===== src/rtl/core/i2cme_pkg.sv =====
// Shared types, constants and the phase drive function of the I2C master byte engine.
package i2cme_pkg;

    typedef enum logic [2:0] {
        OP_NONE  = 3'd0,
        OP_START = 3'd1,
        OP_STOP  = 3'd2,
        OP_WRITE = 3'd3,
        OP_READ  = 3'd4
    } op_t;

    localparam int unsigned TICK_W       = 16;
    localparam int unsigned IDX_W        = 5;
    localparam int unsigned IN_TDATA_W   = 16;
    localparam int unsigned OUT_TDATA_W  = 16;
    localparam logic [IDX_W-1:0] START_PHASES = 5'd3;
    localparam logic [IDX_W-1:0] STOP_PHASES  = 5'd2;
    localparam logic [IDX_W-1:0] BYTE_PHASES  = 5'd18;
    localparam logic [IDX_W-1:0] ACK_PHASE    = 5'd16;

    typedef struct packed {
        logic              scl;
        logic              sda;
        op_t               op;
        logic [IDX_W-1:0]  idx;
        logic [TICK_W-1:0] ticks;
        logic [7:0]        shift;
        logic              ack_bit;
        logic [7:0]        last_read;
        logic              ack_to_send;
    } eng_state_t;

    typedef struct packed {
        logic [2:0] operation;
        logic [7:0] data_byte;
        logic       send_ack;
        logic       sda_sample;
    } req_t;

    typedef struct packed {
        logic       rejected;
        logic [7:0] read_data;
        logic       ack_received;
        logic       done_res;
        logic       busy_res;
        logic       sda_level;
        logic       scl_level;
    } res_t;

    localparam eng_state_t STATE_RESET = '{
        scl: 1'b1, sda: 1'b1, op: OP_NONE, idx: '0, ticks: '0,
        shift: '0, ack_bit: 1'b0, last_read: '0, ack_to_send: 1'b0
    };

    // Returns {scl, sda} for the given phase of a running command.
    function automatic logic [1:0] phase_drive(input op_t op, input logic [IDX_W-1:0] idx,
                                               input logic [7:0] shift, input logic ack_tx,
                                               input logic [1:0] cur);
        logic [1:0] d;
        d = cur;
        unique case (op)
            OP_START: d = {(idx < 5'd2), (idx == 5'd0)};
            OP_STOP:  d = {1'b1, (idx != 5'd0)};
            OP_WRITE: d = {~idx[0], (idx < ACK_PHASE) ? shift[7] : 1'b1};
            OP_READ:  d = {~idx[0], (idx < ACK_PHASE) ? 1'b1 : ~ack_tx};
            default:  d = cur;
        endcase
        return d;
    endfunction

endpackage


===== src/rtl/core/i2cme_step.sv =====
// Next-state and result logic for one tick of the I2C master byte engine.
module i2cme_step
    import i2cme_pkg::*;
(
    input  eng_state_t        cur,
    input  req_t              req,
    input  logic [TICK_W-1:0] half_period_ticks,
    output eng_state_t        nxt,
    output res_t              res
);

    logic              is_cmd;
    logic              done;
    logic              rej;
    logic [TICK_W-1:0] ticks_inc;
    logic [IDX_W-1:0]  idx_inc;
    logic [IDX_W-1:0]  phases;
    logic [1:0]        drv;
    op_t               req_op;

    assign req_op = op_t'(req.operation);

    always_comb begin
        nxt       = cur;
        done      = 1'b0;
        rej       = 1'b0;
        is_cmd    = (req.operation >= OP_START) && (req.operation <= OP_READ);
        ticks_inc = cur.ticks + 16'd1;
        idx_inc   = cur.idx + 5'd1;
        drv       = {cur.scl, cur.sda};
        unique case (cur.op)
            OP_START: phases = START_PHASES;
            OP_STOP:  phases = STOP_PHASES;
            default:  phases = BYTE_PHASES;
        endcase
        if (cur.op != OP_NONE) begin
            rej       = is_cmd;
            nxt.ticks = ticks_inc;
            if (ticks_inc >= half_period_ticks) begin
                nxt.ticks = '0;
                if (cur.op == OP_WRITE) begin
                    if ((cur.idx < ACK_PHASE) && cur.idx[0]) begin
                        nxt.shift = {cur.shift[6:0], 1'b0};
                    end else if (cur.idx == ACK_PHASE) begin
                        nxt.ack_bit = ~req.sda_sample;
                    end
                end else if (cur.op == OP_READ) begin
                    if ((cur.idx < ACK_PHASE) && !cur.idx[0]) begin
                        nxt.shift = {cur.shift[6:0], req.sda_sample};
                    end
                end
                nxt.idx = idx_inc;
                if (idx_inc >= phases) begin
                    if (cur.op == OP_READ) begin
                        nxt.last_read = nxt.shift;
                        nxt.sda       = 1'b1;
                    end
                    nxt.op  = OP_NONE;
                    nxt.idx = '0;
                    done    = 1'b1;
                end else begin
                    drv     = phase_drive(cur.op, idx_inc, nxt.shift, cur.ack_to_send,
                                          {cur.scl, cur.sda});
                    nxt.scl = drv[1];
                    nxt.sda = drv[0];
                end
            end
        end else if (is_cmd) begin
            nxt.op    = req_op;
            nxt.idx   = '0;
            nxt.ticks = '0;
            if (req_op == OP_WRITE) begin
                nxt.shift = req.data_byte;
            end else if (req_op == OP_READ) begin
                nxt.shift       = '0;
                nxt.ack_to_send = req.send_ack;
            end
            drv     = phase_drive(req_op, 5'd0, nxt.shift, nxt.ack_to_send,
                                  {cur.scl, cur.sda});
            nxt.scl = drv[1];
            nxt.sda = drv[0];
        end
    end

    assign res.scl_level    = nxt.scl;
    assign res.sda_level    = nxt.sda;
    assign res.busy_res     = (nxt.op != OP_NONE);
    assign res.done_res     = done;
    assign res.ack_received = nxt.ack_bit;
    assign res.read_data    = nxt.last_read;
    assign res.rejected     = rej;

endmodule


===== src/rtl/core/i2c_master_byte_engine_top.sv =====
// Top level of the I2C master byte engine: stream ports, state and result registers.
//
// Channel  Dir  Handshake          Payload
// s_       in   s_tvalid/s_tready  tick request (operation, data_byte, send_ack, sda_sample)
// m_       out  m_tvalid/m_tready  one result per request (bus drives and status)
// cfg_     in   cfg_wr_en          half_period_ticks
//
// Each request is processed in the cycle it is accepted, and its result is
// registered, so while m_tready is high one request per cycle is sustained.
// The request logic is the single-pass step between engine state and result registers.
// s_tready is high whenever the result register is empty or being drained.
// Reset releases both lines, idles the engine and sets half_period_ticks to one.
module i2c_master_byte_engine_top
    import i2cme_pkg::*;
(
    input  logic                   aclk,
    input  logic                   aresetn,
    input  logic                   s_tvalid,
    output logic                   s_tready,
    // Fields from bit 0: operation[2:0], data_byte[10:3], send_ack[11], sda_sample[12].
    input  logic [IN_TDATA_W-1:0]  s_tdata,
    output logic                   m_tvalid,
    input  logic                   m_tready,
    // Fields from bit 0: scl_level[0], sda_level[1], busy_res[2], done_res[3],
    // ack_received[4], read_data[12:5], rejected[13].
    output logic [OUT_TDATA_W-1:0] m_tdata,
    input  logic                   cfg_wr_en,
    input  logic [TICK_W-1:0]      cfg_wr_data
);

    eng_state_t        state_reg;
    eng_state_t        state_next;
    res_t              res_reg;
    res_t              res_next;
    logic              m_tvalid_reg;
    logic [TICK_W-1:0] half_period_reg;
    req_t              req;
    logic              s_accept;

    assign req.operation  = s_tdata[2:0];
    assign req.data_byte  = s_tdata[10:3];
    assign req.send_ack   = s_tdata[11];
    assign req.sda_sample = s_tdata[12];

    assign s_tready = !m_tvalid_reg || m_tready;
    assign s_accept = s_tvalid && s_tready;

    i2cme_step u_step (
        .cur               (state_reg),
        .req               (req),
        .half_period_ticks (half_period_reg),
        .nxt               (state_next),
        .res               (res_next)
    );

    always_ff @(posedge aclk) begin
        if (!aresetn) begin
            state_reg       <= STATE_RESET;
            m_tvalid_reg    <= 1'b0;
            half_period_reg <= 16'd1;
        end else begin
            if (cfg_wr_en) begin
                half_period_reg <= cfg_wr_data;
            end
            if (s_accept) begin
                state_reg    <= state_next;
                m_tvalid_reg <= 1'b1;
            end else if (m_tready) begin
                m_tvalid_reg <= 1'b0;
            end
        end
    end

    always_ff @(posedge aclk) begin
        if (s_accept) begin
            res_reg <= res_next;
        end
    end

    assign m_tvalid = m_tvalid_reg;
    assign m_tdata  = {{(OUT_TDATA_W - $bits(res_t)){1'b0}}, res_reg};

endmodule


===== config.mk =====
export PLATFORM = sky130hd
export DESIGN_NAME = i2c_master_byte_engine_top
export DESIGN_NICKNAME = d
export VERILOG_FILES = /design/src/rtl/core/i2cme_pkg.sv /design/src/rtl/core/i2cme_step.sv /design/src/rtl/core/i2c_master_byte_engine_top.sv
export SDC_FILE = /design/constraint.sdc
export NUM_CORES = 1
export LEC_CHECK = 0
export ABC_AREA = 1
export ABC_CLOCK_PERIOD_IN_PS = 7450
export BUFFER_PORTS_ARGS = -buffer_cell sky130_fd_sc_hd__buf_2
export CAP_MARGIN = 20
export CORE_MARGIN = 4
export CORE_UTILIZATION = 50
export DETAILED_ROUTE_END_ITERATION = 16
export GPL_TIMING_DRIVEN = 0
export PLACE_DENSITY = 0.79
export SLEW_MARGIN = 40
export SYNTH_ARGS = -nofsm -noshare
export SYNTH_HDL_FRONTEND = slang
export SYNTH_HIERARCHICAL = 1
export SYNTH_SLANG_ARGS = --single-unit

===== constraint.sdc =====
create_clock -name aclk -period 7.45 [get_ports aclk]
set_input_delay 1.1175 -clock aclk [delete_from_list [all_inputs] [get_ports aclk]]
set_output_delay 1.1175 -clock aclk [all_outputs]
set_load 0.02 [all_outputs]

==> reports/results.ini, run 1 <==
[critical_path]
critical_path_class = reg -> reg
r2r_start = state_reg[18]
rrSetupSlack_ns = 3.73
end_kind = flip-flop
slowest_delay_ns = 0.51
crit_cells = 18
required_ns = 7.56
crit_slowest_cell = dfxtp_1
crit_arrival_ns = 3.83
path_common_cell = nand3_1
critical_path.max_fanout = 10
path_delay_family = simple AND/OR/NAND/NOR gates
reg2reg_to = m_tdata[9]
ff2ff_path_depth = 18
cp-start-kind = flip-flop
cp_num_buf_inv = 4
worstPathCellList = ha_1 -> nand3_1 -> inv_1 -> nand3_1 -> nor2_1 -> nand3_1 -> xor2_1 -> inv_1 -> ha_1 -> nand4_1 -> nor3_2 -> nand3_1 -> nand3_4 -> buf_4 -> nand2_1 -> nor3_1 -> a21oi_1 -> buf_4

[synth]
ys_types = 43
synth_area_per_cell_um2 = 6.73
syn-cell-area_mm2 = 0.00533
synthCells = 791
synth_top_area_share_pct = 22.9
yosysWarnings = 6
ys_seq_area_share_pct = 30.8
synth_top_area_cell = dfxtp_1
synthTopCellsByArea = dfxtp_1 23%, nand2_1 9.7%, inv_1 8.0%
synth_seq_cells = 75

[die]
start_util_pct = 51.4
fp.dieH_um = 111
rows = 37
die_area_mm2 = 0.0124
coreArea_mm2 = 0.0104
fp.dieW_um = 111
ios = 55

[power_and_ir_drop]
ir_worst_vdd_uv = 86.2
cellLeakagePower_nw = 2.84
p_per_area_mw_per_mm2 = 201

[drt]
dr_wl_met3_um = 1080
via_per_inst = 5.27
dr.max_layer_used = met4
drtIter0Drc = 458
wl_met1_um = 5790
dr.pass1.iters = 5
post_drt_wl_per_cell_um = 13.3
ant_nets = 0
num_vias = 5222
drc = 0
wl_met2_um = 5970
wl_um = 13200

[clock_tree]
clk_latency_ns = 0.35
clkTransAtPathRegs_ns = 0.08
cts_tree = built
cts_root_buffer = clkbuf_8
cts_setup_buffers = 0
hold_buffers = 0
cts_buffer_depth = 2
cts_buffers = 9
h-tree-depth = 3
cts_resized = 0
cts_num_sinks = 75

[timing]
timing.final.ws_setup_ns = 3.73
maxSlewViolCount = 0
max_freq_mhz = 269
period_share_pct = 49.9
skew_ns = 0.00989
worstMarginPinSlew_ns = 0.772
rsz0062_at_grt = false
finalHoldViolCount = 0
setup_viol = 0
fin_crit_ns = 3.72
tns_ns = 0
slew_headroom_pct = 48.0

[place]
io_buffers = 47
gp_congestion = 0.937
hpwl_um = 9760
pre_cts_ws_ns = 3.83

[global_route]
antenna_found_initial = 0
grt_usage_pct = 21.6
grt_pass1_vias = 4871
grt_overflow = 0
grt_pass1_wl_um = 22300
grt_max_degree = 15

[hold_path]
hold_path.class = reg -> reg
hp-start = half_period_reg[0]
holdPathEnd = half_period_reg[0]
worst_hold_path.num_cells = 2

[layout]
fillerInstances = 1044
area_delta_synth_final_pct = 11.6
largest_reg_flops = 44
layout-drive-gt1-share_pct = 19.1
final_nets = 908
diodes = 0

[run_status]
status = finished, final reports clean

[run]
max_cap_viol_count = 0

-- routing by layer --
metal / global-route usage [%] / vias to the layer above
li1: - / 2645
met1: 29.1 / 2330
met5: 0 / -
met2: 34.2 / 210
met4: 9.57 / 0
met3: 3.28 / 37
-- stage by stage --
| step | instance area [µm²] | power [W] | util [%] | hold slack, ns | std cells |
|---|---|---|---|---|---|
| finish | 5940 | 0.00120 | 57.3 | 0.478 | 991 |
| global route | 5940 | 0.00127 | 57.3 | 0.512 | 991 |
| CTS | 5940 | 0.00120 | 57.3 | 0.484 | 991 |
| detailed placement | 5730 | 0.000858 | 55.3 | 0.455 | 975 |
| global placement | 5730 | 0.000850 | 55.3 | 0.457 | 975 |
| floorplan | 5330 | 0.000769 | - | 0.433 | 792 |
-- Yosys cell counts --
cell type	count
a21oi_2	12
nand2_1	137
or2_2	1
inv_1	114
inv_4	1
nand2_4	3
a211oi_1	6
nand3_1	78
o21ai_2	5
buf_8	1
conb_1	1
nor4_1	2
dfxtp_1	61
buf_1	1
buf_6	7
nand4_1	8
o22ai_1	9
xnor2_1	1
clkbuf_1	2
nor3_2	4
nand2_8	1
o21ai_1	23
nand3_4	1
o2111ai_1	1
a22o_1	1
nor2_4	5
inv_2	10
a21boi_0	1
a21oi_1	55
edfxtp_1	14
nor2_2	2
ha_1	21
nor3_1	6
a21boi_1	2
nor2_1	99
nand4_2	1
o21a_1	2
nand2_2	7
buf_4	21
mux2i_1	1
xor2_1	11
buf_2	21
o21ai_0	31
-- final cells by class --
cell class | count | area (µm²) | area share, %
flip-flops and latches | 75 | 1640 | 27.6
clock buffers | 10 | 128 | 2.15
inverters | 125 | 472 | 7.94
clock inverters | 6 | 80.1 | 1.35
plain buffers | 53 | 368 | 6.19
well taps | 136 | 170 | 2.86
repair buffers | 47 | 235 | 3.96
multi-input cells | 539 | 2850 | 47.9
-- logic make-up (layout without fill, tap and decap cells) --
family,Yosys count,after routing,synth area share (%)
buffers and inverters,178,241,15.8
DFF,75,75,30.8
muxes,1,1,0.188
adders and majority gates,21,21,4.93
AOI/OAI and AO/OA,148,148,16.0
other,1,2,0.0704
xor gates and xnor gates,12,12,1.97
and+or+nand+nor,355,355,30.3
-- worst min-delay path, delay by kind of cell (launching register included) --
family / cells / cell delay [ns]
flip-flops: 1 / 0.34
AND/OR/NAND/NOR: 2 / 0.11
-- worst max-delay path by stage --
stage                        end     startpoint
detailed placement    m_tdata[9]  state_reg[18]
floorplan             m_tdata[9]  state_reg[18]
global placement      m_tdata[9]  state_reg[18]
CTS                   m_tdata[9]  state_reg[18]
finish                m_tdata[9]  state_reg[18]
global route        state_reg[5]  state_reg[18]
-- power breakdown --
| part | switching (W) | internal [W] | total, W |
|---|---|---|---|
| clock | 0.000153 | 0.000186 | 0.000339 |
| sequential | 0.0000311 | 0.000450 | 0.000481 |
| combinational | 0.000235 | 0.000140 | 0.000375 |
| total | 0.000419 | 0.000776 | 0.00120 |
-- cells in the final DEF (no fill, tap or decap), drive strengths merged --
cell	count
a211oi	6
clkinv	3
or2	1
conb	2
a21boi	3
clkbuf	12
nor2	106
clkinvlp	1
xor2	11
nand4	9
nor3	10
o2111ai	1
edfxtp	14
mux2i	1
ha	21
buf	98
bufinv	2
a21oi	67
nand2	148
o21a	2
xnor2	1
nor4	2
o22ai	9
inv	125
a22o	1
nand3	79
o21ai	59
dfxtp	61
(Power assumes the default switching activity.)
==> inputs of run 2 (changes only) <==
--- a/config.mk
+++ b/config.mk
@@ -6,14 +6,14 @@
 export NUM_CORES = 1
 export LEC_CHECK = 0
 export ABC_AREA = 1
-export ABC_CLOCK_PERIOD_IN_PS = 7450
+export ABC_CLOCK_PERIOD_IN_PS = 3000
 export BUFFER_PORTS_ARGS = -buffer_cell sky130_fd_sc_hd__buf_2
 export CAP_MARGIN = 20
 export CORE_MARGIN = 4
 export CORE_UTILIZATION = 50
 export DETAILED_ROUTE_END_ITERATION = 16
 export GPL_TIMING_DRIVEN = 0
-export PLACE_DENSITY = 0.79
+export PLACE_DENSITY = 0.82
 export SLEW_MARGIN = 40
 export SYNTH_ARGS = -nofsm -noshare
 export SYNTH_HDL_FRONTEND = slang
==> constraint.sdc (replaced) <==
create_clock -name aclk -period 3 [get_ports aclk]
set_input_delay 0.45 -clock aclk [delete_from_list [all_inputs] [get_ports aclk]]
set_output_delay 0.45 -clock aclk [all_outputs]
set_load 0.02 [all_outputs]
==> run 2 against run 1 <==
  * The flow now finishes with violations (setup timing)
  * Routed wire length up 24%
  * Count of clock-buffer cells in the layout rose by 2
  * Flip-flop and latch count stayed put
  * Critical path depth grew 2
  * Core utilization grew 9.3 points
  * Die area did not move
  * Sequential share of layout area decreased by 3.4 points
  * Register-to-register slack worse by 4.1 ns
  * Highest routed layer unchanged
==> reports/results.ini, run 2 (synthesized netlist as in run 1, its figures left out) <==
[die]
fp.dieH_um = 111
fp.dieW_um = 111
ios = 55
coreArea_mm2 = 0.0104
start_util_pct = 51.4
rows = 37
die_area_mm2 = 0.0124

[timing]
maxSlewViolCount = 0
rsz0062_at_grt = true
worstMarginPinSlew_ns = 0.806
slew_headroom_pct = 45.7
period_share_pct = 112
max_freq_mhz = 299
tns_ns = -13.06
setup_viol = 56
fin_crit_ns = 3.35
skew_ns = 0.0140
timing.final.ws_setup_ns = -0.350
finalHoldViolCount = 0

[global_route]
grt_pass1_vias = 5377
grt_overflow = 0
antenna_found_initial = 0
grt_usage_pct = 24.2
grt_max_degree = 15
grt_pass1_wl_um = 24900

[drt]
ant_nets = 0
wl_um = 16400
via_per_inst = 5.62
drc = 0
drtIter0Drc = 542
post_drt_wl_per_cell_um = 16.1
wl_met1_um = 6390
num_vias = 5745
dr_wl_met3_um = 1440
dr.max_layer_used = met4
dr.pass1.iters = 7
wl_met2_um = 7930

[critical_path]
slowest_delay_ns = 0.40
crit_slowest_cell = dfxtp_2
startpoint = state_reg[24]
ff2ff_path_depth = 20
rrSetupSlack_ns = -0.35
worstPathCellList = inv_1 -> nor4_1 -> nand3_1 -> xor2_2 -> inv_1 -> ha_1 -> a21oi_1 -> o21ai_1 -> a21oi_2 -> nand3_4 -> buf_12 -> nand2_8 -> clkinv_8 -> nand2_8 -> nor2_4 -> a21oi_4 -> inv_1 -> nand3_1 -> nand2_1 -> nor2_1
required_ns = 3.31
critical_path_class = reg -> reg
crit_arrival_ns = 3.66
reg2reg_to = state_reg[8]
r2r_start = state_reg[24]
end_kind = flip-flop
path_common_cell = inv_1
critical_path.max_fanout = 8
cp-start-kind = flip-flop

[layout]
diodes = 0
mostFrequentLayoutCell = nand2_1
fin_util_pct = 66.6
layout_common_cells = 116 x nand2_1, 104 x inv_1, 94 x nor2_1
area_delta_synth_final_pct = 29.6
largest_reg_flops = 44
layout-drive-gt1-share_pct = 33.3
final_nets = 939

[run_status]
status = finished, violations left
failed_checks = setup timing

[place]
io_buffers = 47
hpwl_um = 9610
gp_congestion = 0.931

[clock_tree]
cts_buffers = 9
cts_num_sinks = 75
clk_latency_ns = 0.37
clkTransAtPathRegs_ns = 0.08
cts_tree = built
cts_root_buffer = clkbuf_8
h-tree-depth = 3
cts_buffer_depth = 2

[hold_path]
holdPathEnd = half_period_reg[9]
hp-start = cfg_wr_data[9]
hold_path.class = in -> reg
worst_hold_path.num_cells = 3

[power_and_ir_drop]
intPower_w = 0.00221
p_per_area_mw_per_mm2 = 502
p_sw_w = 0.00126
ir_worst_vdd_uv = 328
p_seq_share_pct = 34.9
swShare_pct = 36.4
cellLeakagePower_nw = 3.20
p_total_w = 0.00347
p_comb_share_pct = 37.2
clock_power_share_pct = 27.9

[run]
max_cap_viol_count = 0

## run 2: cell types whose count changed in the layout (fill, tap and decap cells not counted), moves of 8 or more
cell     previous run  this run
nand2_1           137       116
nand3_1            78        60
nand2_2             7        23
nand3_2             0        16
buf_6               7        22
dfxtp_1            61        50
buf_4              21        31
inv_1             114       104
o22ai_1             9         1
## run 2: worst max path at each step
stage,cells past startpoint,slack (ns),to
after floorplan,18,0.04,m_tdata[9]
after global placement,18,-0.55,m_tdata[9]
after detailed placement,18,-0.53,m_tdata[9]
after CTS,19,-0.11,m_tdata[9]
after global routing,18,-0.47,state_reg[16]
final,20,-0.35,state_reg[8]
## run 2: routing by layer
layer,global-route usage (%),vias to the layer above
met5,0,-
met4,11.8,0
met3,5.73,82
met2,39.6,333
met1,30.0,2626
li1,-,2704
## run 2: power groups by stage
stage | registers, W | logic [W] | clock network, W
global placement | 0.00122 | 0.000895 | 0
floorplan | 0.00122 | 0.000686 | 0
CTS | 0.00120 | 0.00108 | 0.000971
detailed placement | 0.00122 | 0.000913 | 0
finish | 0.00121 | 0.00129 | 0.000969
global route | 0.00122 | 0.00138 | 0.00102
## run 2: per-stage QoR
step / instance area, µm² / std cells / hold WS, ns / setup slack (ns)
5_1_grt: 6900 / 1022 / 0.303 / -0.471
6_report: 6900 / 1022 / 0.298 / -0.350
3_3_place_gp: 5730 / 975 / 0.454 / -0.552
4_1_cts: 6480 / 1014 / 0.298 / -0.107
2_1_floorplan: 5330 / 792 / 0.433 / 0.0434
3_5_place_dp: 5730 / 975 / 0.465 / -0.527
## run 2: timing repair
| item | 4_1_cts | 5_1_grt |
|---|---|---|
| setup endpoints to repair | 56 | 56 |
| gates cloned | 4 | 0 |
| hold buffers | 0 | 0 |
| gates resized for setup | 79 | 84 |
| setup buffers | 22 | 10 |
| pin swaps | 33 | 36 |
## run 2: layout make-up
| class | count | area, µm² |
|---|---|---|
| inverter | 125 | 490 |
| sequential | 75 | 1670 |
| clock inverter | 4 | 67.6 |
| multi-input combinational | 541 | 3400 |
| tap | 136 | 170 |
| timing repair buffer | 78 | 539 |
| fill | 816 | 3470 |
| clock buffer | 12 | 178 |
| buffer | 51 | 385 |
## run 2: critical path, delay by kind of cell (launching register included)
kind | cells | cell delay, ns
flops | 1 | 0.40
buf+inv | 5 | 0.51
simple gates | 9 | 1.20
compound gates | 4 | 0.65
xor+xnor | 1 | 0.22
fa+ha+maj | 1 | 0.32
==> inputs of run 3 (changes only) <==
--- a/config.mk
+++ b/config.mk
@@ -11,7 +11,9 @@
 export CAP_MARGIN = 20
 export CORE_MARGIN = 4
 export CORE_UTILIZATION = 50
+export CTS_BUF_LIST = sky130_fd_sc_hd__clkbuf_16
 export DETAILED_ROUTE_END_ITERATION = 16
+export GPL_ROUTABILITY_DRIVEN = 0
 export GPL_TIMING_DRIVEN = 0
 export PLACE_DENSITY = 0.82
 export SLEW_MARGIN = 40
==> constraint.sdc (replaced) <==
create_clock -name aclk -period 3 [get_ports aclk]
set_input_delay 0.75 -clock aclk [delete_from_list [all_inputs] [get_ports aclk]]
set_output_delay 0.75 -clock aclk [all_outputs]
set_load 0.02 [all_outputs]
==> run 3 against run 2 <==
  * Die area stayed put
  * Highest routed layer unchanged
  * Critical endpoint unchanged
  * Via count is 1.2% higher
  * Count of clock-buffer cells in the layout is 1 lower
  * Cell area is 0.62% lower
  * Power is 6.7% higher
  * Non-clock buffer count is 3 lower
  * Clock power is 30% higher
  * The flow still finishes with violations (setup timing)
  * First-iteration DRC count is 13% lower
  * Combinational power is 5% lower
==> reports/results.ini, run 3 (synthesized netlist as in run 1, its figures left out) <==
[timing]
max_freq_mhz = 309
hold-worst-slack_ns = 0.479
worstMarginPinSlew_ns = 0.748
slew_headroom_pct = 49.6
maxSlewViolCount = 0
skew_ns = 0.00948
timing.final.ws_setup_ns = -0.238
rsz0062_at_grt = true
period_share_pct = 108
finalHoldViolCount = 0
tns_ns = -6.00
setup_viol = 52
fin_crit_ns = 3.24

[layout]
mostFrequentLayoutCell = nand2_1
fin_util_pct = 66.1
largest_reg_flops = 44
layout_common_cells = 121 x nand2_1, 109 x inv_1, 94 x nor2_1
layout-drive-gt1-share_pct = 32.3
diodes = 0
final_cells = 1019
area_delta_synth_final_pct = 28.8
fillerInstances = 845
final_nets = 936

[global_route]
grt_pass1_vias = 5314
antenna_found_initial = 0
grt_max_degree = 15
grt_usage_pct = 24.2
grt_pass1_wl_um = 24800
grt_overflow = 0

[critical_path]
critical_path.max_fanout = 8
path_delay_family = simple AND/OR/NAND/NOR gates
critical_path_class = reg -> reg
slowest_delay_ns = 0.39
worstPathCellList = ha_4 -> nand3_4 -> inv_4 -> nand3_4 -> nor2_4 -> nand3_2 -> xor2_2 -> inv_2 -> ha_4 -> nand4_1 -> nor3_4 -> nand3_2 -> nand3_4 -> buf_6 -> nand2_8 -> inv_8 -> nand2_8 -> a21oi_2 -> inv_1 -> nand3_1 -> nand2_1 -> nor2_1
cp_num_buf_inv = 5
startpoint = state_reg[18]
r2r_start = state_reg[18]
end_kind = flip-flop
path_common_cell = nand3_4
crit_slowest_cell = dfxtp_4
cp-start-kind = flip-flop
crit_arrival_ns = 3.51
required_ns = 3.28

[drt]
num_vias = 5812
via_per_inst = 5.70
drtIter0Drc = 473
post_drt_wl_per_cell_um = 16.0
wl_um = 16300
dr.pass1.iters = 8
drc = 0
ant_nets = 0

[run]
max_cap_viol_count = 0

[clock_tree]
cts_root_buffer = clkbuf_16
cts_buffer_depth = 2
cts_buffers = 9
clkTransAtPathRegs_ns = 0.06
cts_num_sinks = 75
h-tree-depth = 3
cts_tree = built
hold_buffers = 0
clk_latency_ns = 0.34

[place]
hpwl_um = 9610
io_buffers = 47
dpl.cell_count = 975

[die]
die_area_mm2 = 0.0124
ios = 55
rows = 37
fp.dieH_um = 111
start_util_pct = 51.4
fp.dieW_um = 111
coreArea_mm2 = 0.0104

[power_and_ir_drop]
cellLeakagePower_nw = 3.19
p_per_area_mw_per_mm2 = 539
ir_worst_vdd_uv = 379

[run_status]
status = finished, violations left
failed_checks = setup timing

[hold_path]
hold_path.class = reg -> reg
hp-start = half_period_reg[0]

==> run 3: cell count changes in the layout (fill, tap and decap cells not counted), sizes merged <==
cell    delta
buf        -3
clkbuf     -1
clkinv     -1
inv        +2
==> run 3: layout make-up <==
class | instances | area, µm² | share of cell area [%]
Inverter | 125 | 483 | 7.04
Timing Repair Buffer | 76 | 490 | 7.15
Tap cell | 136 | 170 | 2.48
Multi-Input combinational cell | 541 | 3340 | 48.7
Clock buffer | 11 | 275 | 4.01
Sequential cell | 75 | 1670 | 24.4
Clock inverter | 5 | 71.3 | 1.04
Buffer | 50 | 359 | 5.24
==> run 3: worst paths after layout <==
path         cells after the start  slack, ns            endpoint
max                             22      -0.24        state_reg[8]
min                              2       0.48  half_period_reg[0]
min reg2reg                      2       0.48  half_period_reg[0]
max reg2reg                     22      -0.24        state_reg[8]
==> run 3: where the power goes <==
part	internal (W)	leakage, nW	switching [W]
Clock	0.000821	0.172	0.000434
Combinational	0.000480	2.37	0.000751
Sequential	0.00112	0.650	0.0000907
==> run 3: per-stage QoR <==
step	total power, W	instance area [µm²]	setup WS [ns]
6_report	0.00370	6860	-0.238
4_1_cts	0.00353	6540	-0.109
5_1_grt	0.00385	6860	-0.362
3_5_place_dp	0.00213	5730	-0.527
2_1_floorplan	0.00191	5330	0.0434
3_3_place_gp	0.00211	5730	-0.552
==> run 3: what timing repair did <==
item	4_1_cts	5_1_grt
resized for setup	80	63
setup buffers	17	11
endpoints found under the hold margin	0	0
pin swaps	30	39
setup endpoints to repair	56	56
cloned	4	0
==> run 3: per-layer routing <==
| layer | track usage [%] | routed length, µm | vias up |
|---|---|---|---|
| li1 | - | - | 2708 |
| met1 | 29.9 | 6340 | 2673 |
| met2 | 39.7 | 7840 | 365 |
| met3 | 6.55 | 1540 | 66 |
| met4 | 10.3 | 572 | 0 |
| met5 | 0 | 0 | - |
==> run 3: worst reg2reg max path, cell delays in order, from the launching register on <==
cell and delay [ns]:
dfxtp_4 0.39, ha_4 0.16, nand3_4 0.08, inv_4 0.08
nand3_4 0.09, nor2_4 0.14, nand3_2 0.12, xor2_2 0.22
inv_2 0.07, ha_4 0.27, nand4_1 0.14, nor3_4 0.19
nand3_2 0.15, nand3_4 0.20, buf_6 0.15, nand2_8 0.07
inv_8 0.10, nand2_8 0.07, a21oi_2 0.20, inv_1 0.06
nand3_1 0.09, nand2_1 0.06, nor2_1 0.10
